`src/design/fqr_pkg.sv`:
```
`timescale 1ns / 1ps
// ----------------------------------------------------------------------------
// fqr_pkg: shared definitions for the FIFO queue with keyed removal
// Field widths, command and status codes, and the control bundle that the
// queue control drives into every storage cell.
// ----------------------------------------------------------------------------
package fqr_pkg;

	localparam int DEPTH   = 16;
	localparam int ID_BITS = 16;

	localparam int CMD_W = 2;
	localparam int PID_W = 16;
	localparam int ST_W  = 2;
	localparam int OID_W = 16;
	localparam int CNT_W = $clog2(DEPTH + 1);

	localparam logic [CMD_W-1:0] CMD_PUSH   = 2'd0;
	localparam logic [CMD_W-1:0] CMD_POP    = 2'd1;
	localparam logic [CMD_W-1:0] CMD_REMOVE = 2'd2;

	localparam logic [ST_W-1:0] ST_OK   = 2'd0;
	localparam logic [ST_W-1:0] ST_MISS = 2'd1;
	localparam logic [ST_W-1:0] ST_FULL = 2'd2;

	typedef struct packed {
		logic               push;
		logic               pop;
		logic               remove;
		logic [ID_BITS-1:0] key;
	} cell_ctrl_t;

endpackage

```
`src/design/fqr_req_if.sv`:
```
`timescale 1ns / 1ps
// ----------------------------------------------------------------------------
// fqr_req_if: command channel
// Carries one command beat: the operation code and the process identifier.
// ----------------------------------------------------------------------------
interface fqr_req_if import fqr_pkg::*; ();

	logic             valid;
	logic             ready;
	logic [CMD_W-1:0] cmd;
	logic [PID_W-1:0] proc_id;

	modport source (output valid, cmd, proc_id, input ready);
	modport sink (input valid, cmd, proc_id, output ready);

endinterface

```
`src/design/fqr_rsp_if.sv`:
```
`timescale 1ns / 1ps
// ----------------------------------------------------------------------------
// fqr_rsp_if: result channel
// Carries one result beat: status, returned identifier and occupancy.
// ----------------------------------------------------------------------------
interface fqr_rsp_if import fqr_pkg::*; ();

	logic             valid;
	logic             ready;
	logic [ST_W-1:0]  status;
	logic [OID_W-1:0] out_id;
	logic [CNT_W-1:0] occupancy;

	modport source (output valid, status, out_id, occupancy, input ready);
	modport sink (input valid, status, out_id, occupancy, output ready);

endinterface

```
`src/design/fqr_cell.sv`:
```
`timescale 1ns / 1ps
// ----------------------------------------------------------------------------
// fqr_cell: one queue slot
// Holds one identifier and its valid bit. It loads the pushed identifier when
// it is the first free slot, and takes its right neighbor's contents on a pop
// or when the queue shifts forward at or behind a removed entry.
// ----------------------------------------------------------------------------
module fqr_cell import fqr_pkg::*; (
	input  logic               clk,
	input  logic               arst_n,
	input  cell_ctrl_t         ctrl,
	input  logic               prev_valid,
	input  logic               hit_in,
	input  logic [ID_BITS-1:0] next_id,
	input  logic               next_valid,
	output logic [ID_BITS-1:0] id,
	output logic               valid,
	output logic               hit_out
);

	logic [ID_BITS-1:0] id_q;
	logic               valid_q;
	logic               load;
	logic               shift;

	// A hit at or ahead of this slot means this slot closes the gap.
	assign hit_out = hit_in | (valid_q & (id_q == ctrl.key));
	assign load    = ctrl.push & ~valid_q & prev_valid;
	assign shift   = ctrl.pop | (ctrl.remove & hit_out);

	always_ff @(posedge clk or negedge arst_n) begin
		if (!arst_n) begin
			valid_q <= 1'b0;
		end else begin
			if (load) begin
				valid_q <= 1'b1;
			end else if (shift) begin
				valid_q <= next_valid;
			end
		end
	end

	always_ff @(posedge clk) begin
		if (load) begin
			id_q <= ctrl.key;
		end else if (shift) begin
			id_q <= next_id;
		end
	end

	assign id    = id_q;
	assign valid = valid_q;

endmodule

```
`src/design/fifo_queue_with_remove_by_id.sv`:
```
`timescale 1ns / 1ps
// A result beat is registered when its command beat is accepted.
// Throughput: one command per cycle unless stalled; the row of cells compares
// the key in every slot and shifts by one slot in the same cycle.
// The output register frees as its beat is taken, so a stall holds the input.
// Reset clears all valid bits, the entry count and the result valid flag.
// ----------------------------------------------------------------------------
// fifo_queue_with_remove_by_id: bounded FIFO of identifiers with keyed removal
// Push appends at the back, pop takes the front, remove takes out the first
// matching entry and closes the gap. Every command returns one result beat.
// ----------------------------------------------------------------------------
module fifo_queue_with_remove_by_id import fqr_pkg::*; (
	input logic        clk,
	input logic        arst_n,
	fqr_req_if.sink    req,
	fqr_rsp_if.source  rsp
);

	logic [ID_BITS-1:0] ids    [DEPTH];
	logic               valids [DEPTH];
	logic               hits   [DEPTH];
	cell_ctrl_t         ctrl;
	logic               accept;
	logic               full;
	logic               empty;
	logic               found;

	logic [CNT_W-1:0]   count_q;
	logic [CNT_W-1:0]   count_d;
	logic [ST_W-1:0]    status_d;
	logic [OID_W-1:0]   out_id_d;
	logic               rsp_valid_q;
	logic [ST_W-1:0]    status_q;
	logic [OID_W-1:0]   out_id_q;

	assign req.ready = ~rsp_valid_q | rsp.ready;
	assign accept    = req.valid & req.ready;

	assign ctrl.push   = accept & (req.cmd == CMD_PUSH);
	assign ctrl.pop    = accept & (req.cmd == CMD_POP);
	assign ctrl.remove = accept & (req.cmd == CMD_REMOVE);
	assign ctrl.key    = req.proc_id[ID_BITS-1:0];

	for (genvar i = 0; i < DEPTH; i++) begin : g_cell
		if (i == 0 && i == DEPTH - 1) begin : g_only
			fqr_cell u_cell (
				.clk, .arst_n, .ctrl,
				.prev_valid(1'b1), .hit_in(1'b0),
				.next_id(ids[i]), .next_valid(1'b0),
				.id(ids[i]), .valid(valids[i]), .hit_out(hits[i])
			);
		end else if (i == 0) begin : g_head
			fqr_cell u_cell (
				.clk, .arst_n, .ctrl,
				.prev_valid(1'b1), .hit_in(1'b0),
				.next_id(ids[i+1]), .next_valid(valids[i+1]),
				.id(ids[i]), .valid(valids[i]), .hit_out(hits[i])
			);
		end else if (i == DEPTH - 1) begin : g_tail
			fqr_cell u_cell (
				.clk, .arst_n, .ctrl,
				.prev_valid(valids[i-1]), .hit_in(hits[i-1]),
				.next_id(ids[i]), .next_valid(1'b0),
				.id(ids[i]), .valid(valids[i]), .hit_out(hits[i])
			);
		end else begin : g_mid
			fqr_cell u_cell (
				.clk, .arst_n, .ctrl,
				.prev_valid(valids[i-1]), .hit_in(hits[i-1]),
				.next_id(ids[i+1]), .next_valid(valids[i+1]),
				.id(ids[i]), .valid(valids[i]), .hit_out(hits[i])
			);
		end
	end

	assign full  = valids[DEPTH-1];
	assign empty = ~valids[0];
	assign found = hits[DEPTH-1];

	always_comb begin
		status_d = ST_OK;
		out_id_d = '0;
		count_d  = count_q;
		unique case (req.cmd)
			CMD_PUSH: begin
				if (full) begin
					status_d = ST_FULL;
				end else begin
					count_d = count_q + CNT_W'(1);
				end
			end
			CMD_POP: begin
				if (empty) begin
					status_d = ST_MISS;
				end else begin
					out_id_d = OID_W'(ids[0]);
					count_d  = count_q - CNT_W'(1);
				end
			end
			CMD_REMOVE: begin
				if (!found) begin
					status_d = ST_MISS;
				end else begin
					out_id_d = OID_W'(ctrl.key);
					count_d  = count_q - CNT_W'(1);
				end
			end
			default: begin
				status_d = ST_OK;
			end
		endcase
	end

	always_ff @(posedge clk or negedge arst_n) begin
		if (!arst_n) begin
			count_q     <= '0;
			rsp_valid_q <= 1'b0;
		end else begin
			if (accept) begin
				count_q     <= count_d;
				rsp_valid_q <= 1'b1;
			end else if (rsp.ready) begin
				rsp_valid_q <= 1'b0;
			end
		end
	end

	always_ff @(posedge clk) begin
		if (accept) begin
			status_q <= status_d;
			out_id_q <= out_id_d;
		end
	end

	assign rsp.valid     = rsp_valid_q;
	assign rsp.status    = status_q;
	assign rsp.out_id    = out_id_q;
	assign rsp.occupancy = count_q;

endmodule

```
`src/flat_wrapper.sv`:
```
// flat-port wrapper written by rule: the top's interface ports become plain ports
module fifo_queue_with_remove_by_id_flat import fqr_pkg::*;
  (clk, arst_n, req_valid, req_cmd, req_proc_id, req_ready, rsp_valid, rsp_status, rsp_out_id, rsp_occupancy, rsp_ready);
  fqr_req_if req_i ();
  fqr_rsp_if rsp_i ();
  input logic clk;
  input logic arst_n;
  input wire logic [$bits(req_i.valid)-1:0] req_valid;
  input wire logic [$bits(req_i.cmd)-1:0] req_cmd;
  input wire logic [$bits(req_i.proc_id)-1:0] req_proc_id;
  output wire logic [$bits(req_i.ready)-1:0] req_ready;
  output wire logic [$bits(rsp_i.valid)-1:0] rsp_valid;
  output wire logic [$bits(rsp_i.status)-1:0] rsp_status;
  output wire logic [$bits(rsp_i.out_id)-1:0] rsp_out_id;
  output wire logic [$bits(rsp_i.occupancy)-1:0] rsp_occupancy;
  input wire logic [$bits(rsp_i.ready)-1:0] rsp_ready;
  assign req_i.valid = req_valid;
  assign req_i.cmd = req_cmd;
  assign req_i.proc_id = req_proc_id;
  assign req_ready = req_i.ready;
  assign rsp_valid = rsp_i.valid;
  assign rsp_status = rsp_i.status;
  assign rsp_out_id = rsp_i.out_id;
  assign rsp_occupancy = rsp_i.occupancy;
  assign rsp_i.ready = rsp_ready;
  fifo_queue_with_remove_by_id u_core (.clk(clk), .arst_n(arst_n), .req(req_i), .rsp(rsp_i));
endmodule
```
`config.mk`:
```
export PLATFORM = sky130hd
export DESIGN_NAME = fifo_queue_with_remove_by_id_flat
export DESIGN_NICKNAME = d
export VERILOG_FILES = /design/src/design/fqr_pkg.sv /design/src/design/fqr_req_if.sv /design/src/design/fqr_rsp_if.sv /design/src/design/fqr_cell.sv /design/src/design/fifo_queue_with_remove_by_id.sv /design/src/flat_wrapper.sv
export SDC_FILE = /design/constraint.sdc
export NUM_CORES = 1
export LEC_CHECK = 0
export BUFFER_PORTS_ARGS = -buffer_cell sky130_fd_sc_hd__buf_2
export CORE_ASPECT_RATIO = 0.6
export CORE_MARGIN = 4
export CORE_UTILIZATION = 52
export CTS_CLUSTER_DIAMETER = 150
export DETAILED_ROUTE_END_ITERATION = 7
export GPL_ROUTABILITY_DRIVEN = 0
export GPL_TIMING_DRIVEN = 1
export PLACE_DENSITY = 0.8
export SYNTH_ARGS = -nofsm -noshare
export SYNTH_HDL_FRONTEND = slang
export SYNTH_SLANG_ARGS = --single-unit
```
`constraint.sdc`:
```
create_clock -name clk -period 7.6 [get_ports clk]
set_input_delay 1.52 -clock clk [delete_from_list [all_inputs] [get_ports clk]]
set_output_delay 1.52 -clock clk [all_outputs]
set_load 0.1 [all_outputs]
```
-- Word level (Yosys, flattened, before mapping)
Index checks and enable logic that the tools add are counted.
- register bits after elaboration: 296
- bits in latches: 0
- bits in writable memories: 0
- ROM bits: 0
- input bits: 22
- output and inout bits: 25
- word-level logic and storage cells: 270
- memories: 0
- add/subtract/negate cells: 2
- multiply operators: 0
- div/mod/pow operators: 0
- $lt $le $gt $ge: 0
- eq/ne operators: 21
- shifts and indexed selects: 0
- muxes and demuxes: 75
- bitwise gates (word level): 116
- reduce and logical (&&, ||, !) cells: 20
- operators with widths (cell ; count):
    2-to-1 mux 16 bit ; 32
    equality test 16 bit ; 16
    AND 1 bit ; 67
    2-to-1 mux 1 bit ; 36
    nonzero test 2 bit ; 17
    OR 1 bit ; 32
    case mux 16 bit (2 select lines) ; 1
    inverter 1 bit ; 17
    2-to-1 mux 5 bit ; 3
    case mux 5 bit (3 select lines) ; 1
    != test 2 bit, second input constant ; 3
    case mux 2 bit (3 select lines) ; 1
    adder 5 x 1 -> 5 bit, second input constant ; 1
    AND reduction 5 bit ; 1
    subtractor 5 x 1 -> 5 bit, second input constant ; 1
    nonzero test 3 bit ; 1
    equality test 2 x 1 -> 1 bit, second input constant ; 1
    equality test 2 bit, second input constant ; 1
    logical NOT 2 bit ; 1
    2-to-1 mux 2 bit ; 1

-- Longest topological paths before layout
- depth in word-level cells: 21
- gate-level depth with buffers: 12
- depth with buffers taken out: 8

-- Cells and area by module
A second synthesis with hierarchy kept.
- cells, all modules: 1143
- area total of the unflattened synthesis: 16467.0 um^2
- by module, submodules not included (module ; instances ; cells each ; area an instance (um^2) ; sequential area each (um^2)):
    fqr_cell ; 16 ; 65 ; 947.2 ; 505.5
    fifo_queue_with_remove_by_id ; 1 ; 103 ; 1312.5 ; 690.7

-- Worst setup path before layout
Ideal clock, no wire load.
- path kind: input -> register
- start: input rsp_ready
- end: register u_core.g_cell[0].g_head.u_cell.id_q[0], enable pin
- setup time: 0.398 ns
- arrival: 4.400 ns
- required time: 7.202 ns
- slack: 2.803 ns
- stages on the path: 5
- buffers on the path: 1
- path through: nand2b_1 -> and2_1 -> nand2_1 -> buf_1 -> o211ai_1
- word-level cells in the longest chain between the ends: 6
- elaborated cells on any way between the ends: 9
- those cells by class: bitwise: 8; reduce/logical: 1
- RTL lines (what ; RTL line ; RTL):
    from (decl) ; flat_wrapper.sv:16 ; input wire logic [$bits(rsp_i.ready)-1:0] rsp_ready;
    OR 1 bit * ; fifo_queue_with_remove_by_id.sv:36 ; assign req.ready = ~rsp_valid_q | rsp.ready;
    AND 1 bit * ; fifo_queue_with_remove_by_id.sv:37 ; assign accept = req.valid & req.ready;
    net u_core.accept ; fifo_queue_with_remove_by_id.sv:23 ; logic accept;
    AND 1 bit ; fifo_queue_with_remove_by_id.sv:41 ; assign ctrl.remove = accept & (req.cmd == CMD_REMOVE);
    AND 1 bit ; fqr_cell.sv:29 ; assign shift = ctrl.pop | (ctrl.remove & hit_out);
    OR 1 bit ; fqr_cell.sv:29 ;
    nonzero test 2 bit (no source line) * ; -- ;
    to (signal assigned) ; fqr_cell.sv:45 ; id_q <= ctrl.key;
    to (signal assigned) ; fqr_cell.sv:47 ; id_q <= next_id;
    to (decl) ; fqr_cell.sv:21 ; logic [ID_BITS-1:0] id_q;
The timed path passes the listed nets; every way through them passes the cells marked *.
A chain may end at the register's enable or synchronous reset.

-- Worst setup path in the final report
- start: input req_proc_id[8]
- end: register u_core.g_cell[14].g_mid.u_cell.id_q[9], enable pin
- word-level cells in the longest chain between the ends: 19
- elaborated cells on any way between the ends: 47
- those cells by class: eq/ne: 15; bitwise: 31; reduce/logical: 1
- RTL lines (what ; RTL line ; RTL):
    from (decl) ; flat_wrapper.sv:10 ; input wire logic [$bits(req_i.proc_id)-1:0] req_proc_id;
    equality test 16 bit ; fqr_cell.sv:27 ; assign hit_out = hit_in | (valid_q & (id_q == ctrl.key));
    AND 1 bit ; fqr_cell.sv:27 ;
    OR 1 bit (13 in a row) ; fqr_cell.sv:27 ;
    OR 1 bit * ; fqr_cell.sv:27 ;
    AND 1 bit * ; fqr_cell.sv:29 ;
    OR 1 bit * ; fqr_cell.sv:29 ;
    nonzero test 2 bit (no source line) * ; -- ;
    to (signal assigned) ; fqr_cell.sv:45 ;
    to (signal assigned) ; fqr_cell.sv:47 ;
    to (decl) ; fqr_cell.sv:21 ;
Mark *: on every way between the ends. The rest lies on a longest branch, timed or not.

==> impl_metrics.csv <==
group,metric,value,unit
worst_setup_path,cp_cell_sequence,"buf_2, buf_4, xor2_1, nor4_1, nand2_1, nor4_1, nor2_1, nand4_2, a21oi_1, nand2_1",
yosys,yosysTopAreaCellShare,50.8,%
job,max-cap-violations,0,
cts,post_cts.repair.setup_buffers,0,
worst_setup_path,cp-end-kind,"register",
drt,initialDrtViolationCount,1101,
cts,clk_pin_slew,70,ps
sta,fmax,215,MHz
die,core_area,30300,µm²
yosys,ys_ff_latch,296,
die,die_area,34100,µm²
sta,maxSlewHeadroom,36.6,%
worst_setup_path,crit_required,7790,ps
worst_setup_path,path_buf_inv,2,
cts,clkSinkCount,296,
sta,slew_viol_final,0,
sta,finalHoldViolCount,0,
yosys,ys_seq_area_share,54.2,%
finish,area_delta_synth_final,7.61,%
drt,drtAntennaViolNets,0,
drt,vias_per_cell,6.07,
yosys,synth_area_leaders,"edfxtp_1 (51%), mux2_2 (17%), xnor2_1 (9.8%), xor2_1 (4.3%), dfrtp_1 (3.4%)",
power_and_ir_drop,p_leak,5.85,nW
worst_setup_path,worst-path-max-fanout,25,
hold_path,hold_path.class,"register to register",
drt,vias,9860,
worst_setup_path,rr_worst_depth,5,
die,die_w,236,µm
cts,htreeDepth,1,
yosys,synth_edf_count,274,
yosys,ys.flop_type,"edfxtp_1",
global_route,gr-total-overflow,0,
sta,finalSetupViolCount,0,
sta,finalCritPeriodShare,61.1,%
finish,layout-drive-gt1-share,29.3,%
cts,worstSkewPairLatency,560,ps
worst_setup_path,path_depth,10,
power_and_ir_drop,power_density,242,nW/µm²
drt,routed_wl,37400,µm
global_route,first_global_vias,9643,
cts,cts_buffer_depth,3,
place,port-buffer-count,46,
worst_setup_path,worstSetupPathType,"input pin to register",
worst_setup_path,crit_family,"simple AND/OR/NAND/NOR gates",
yosys,netlist_area,16200,µm²
worst_setup_path,critical-path-max-stage-delay,680,ps
place,dp_hpwl,25600,µm
yosys,ys_async_sr_fraction,7.43,%
yosys,syn_inst,1189,
outcome,status,"finished, final reports clean",
sta,worst_pin_slew,948,ps
sta,grt_setup_unrepaired,"no",
worst_setup_path,arrival,4830,ps
yosys,synth_nets,1219,
yosys,avgSynthCellArea,13.6,µm²
power_and_ir_drop,ir_worst_vdd,0.000166,V
drt,dr.pass1.iters,5,
cts,cts_tree,"done",
die,start_util,53.4,%
die,rows,49,
finish,n_antenna_cell,0,
worst_setup_path,r2r_start,"u_core.rsp.valid$_DFFE_PN0P_",
cts,numCtsBuffers,28,
worst_setup_path,cp-startpoint,"req_proc_id[8]",
yosys,yosysWarnings,0,
yosys,yosysTopAreaCell,"edfxtp_1",
place,dp_cells,1573,
global_route,grt_max_degree,34,
die,ios,47,
drt,drc,0,
global_route,globalRouteTotalUtil,21.7,%
cts,cts-hold-fix-buffers,0,
worst_setup_path,crit_slowest_cell,"nor4_1",
finish,nets,1225,
finish,fin_cells,1624,
yosys,yosysUniqueCellTypes,54,
drt,drt-wirelength-per-cell,23.0,µm
hold_path,holdPathStages,1,
global_route,antenna_found_initial,0,
sta,finClkSkew,11.5,ps
global_route,grt_pass1_wl,58000,µm
sta,tns,0,ps
cts,cts_root_buffer,"clkbuf_16",
worst_setup_path,worstSetupStartpointType,"input pin",
die,die_h,145,µm
hold_path,hold_start,"u_core.rsp.occupancy[4]$_DFFE_PN0P_",
cts,post_cts_resize_count,0,
sta,post-route-min-period,4650,ps
[synth_stat cells (6+ instances only)]
library cell,number
clkbuf_1,37
o211ai_1,6
a21oi_1,9
dfrtp_1,22
inv_1,7
ha_1,7
edfxtp_1,274
nor4_1,29
o21ai_0,8
nand3_1,24
buf_2,20
nor2_1,23
nand3b_1,12
xnor2_1,182
nor3_1,12
xor2_1,79
a22o_1,16
nand2_1,43
mux2_2,242
buf_4,19
or4_1,10
nand2b_1,7
buf_6,9
nand4_1,33
[routing by layer]
metal	up-vias	global-route usage, %	wire [µm]
met3	60	6.17	3920
met4	0	5.09	816
met1	4902	34.2	18100
met2	499	29.7	14600
met5	-	0	0
li1	4399	-	-
[cell families (layout without fill, tap and decap cells)]
| group | count (synthesis) | after routing | synth area share (%) |
|---|---|---|---|
| AO/OA/AOI/OAI | 66 | 66 | 2.97 |
| XOR/XNOR | 261 | 261 | 14.1 |
| adder cells (fa/ha/maj) | 8 | 8 | 0.665 |
| buffers and inverters | 96 | 123 | 3.41 |
| flip-flops | 296 | 296 | 54.2 |
| multiplexers | 248 | 248 | 17.3 |
| AND/OR/NAND/NOR | 214 | 214 | 7.30 |
[cells in the final DEF (no fill, tap or decap), types with 8 or more instances in the layout]
cell type | Yosys | final
nand2_1 | 43 | 43
xnor2_1 | 182 | 182
mux2_2 | 242 | 242
dfrtp_1 | 22 | 22
buf_4 | 19 | 19
edfxtp_1 | 274 | 274
nor4_1 | 29 | 29
a21oi_1 | 9 | 9
nand4_1 | 33 | 33
xor2_1 | 79 | 79
o21ai_0 | 8 | 8
nand3_1 | 24 | 24
clkbuf_1 | 37 | 8
clkbuf_16 | 0 | 29
nand3b_1 | 12 | 12
nor3_1 | 12 | 12
or4_1 | 10 | 10
nor2_1 | 23 | 23
buf_2 | 20 | 46
a22o_1 | 16 | 16
[registers in the layout, indices dropped and copies added (netlist names)]
signal,count
u_core.rsp.occupancy,5
u_core.g_cell.g_head.u_cell.valid,1
u_core.g_cell.g_tail.u_cell.valid,1
u_core.rsp.valid,1
u_core.g_cell.g_mid.u_cell.id,224
u_core.rsp.status,2
u_core.g_cell.g_head.u_cell.id,16
u_core.g_cell.g_tail.u_cell.id,16
u_core.g_cell.g_mid.u_cell.valid,14
u_core.rsp.out_id,16
[path summary, 6_finish.rpt]
path / slack (ps) / endpoint
min in group asynchronous: 940 / u_core.rsp.occupancy[1]$_DFFE_PN0P_
worst max-delay path: 2950 / u_core.g_cell[14].g_mid.u_cell.id[9]$_DFFE_PP_
max in group asynchronous: 6280 / u_core.g_cell[6].g_mid.u_cell.valid$_DFFE_PN0P_
worst min-delay path: 490 / u_core.rsp.occupancy[4]$_DFFE_PN0P_
worst max register to register: 4090 / u_core.g_cell[4].g_mid.u_cell.valid$_DFFE_PN0P_
worst min register to register: 490 / u_core.rsp.occupancy[4]$_DFFE_PN0P_
[worst reg2reg max path: stages (launching register included)]
cell,delay [ps]
dfrtp_1,370
nand2b_1,200
and3_1,690
nand3b_1,800
nand3_1,930
mux2_2,410
[metrics by stage]
stage | power [W] | util, % | hold WS [ps] | area (µm²) | setup slack [ps]
3_5_place_dp | 0.00286 | 54.6 | 478 | 16500 | 2440
2_1_floorplan | 0.00268 | - | 509 | 16200 | 2800
6_report | 0.00421 | 57.5 | 491 | 17400 | 2950
3_3_place_gp | 0.00284 | 54.6 | 470 | 16500 | 2520
4_1_cts | 0.00421 | 57.5 | 487 | 17400 | 3000
5_1_grt | 0.00436 | 57.5 | 512 | 17400 | 2800
[power by group]
group          leakage [nW]  switching (W)  internal, W
Clock                 0.426       0.000617     0.000760
Combinational          2.64       0.000471     0.000290
Sequential             2.78       0.000129      0.00195
Total                  5.85        0.00122      0.00300
[area by class of cell]
class,count,area [µm²]
inverters,7,26.3
well taps,408,510
clock buffers,40,797
flip-flops and latches,296,8780
repair buffers,65,373
clock inverters,11,76.3
multi-input cells,797,6860
fillers,2349,12900
No activity file was read; power rests on OpenSTA's default activity.
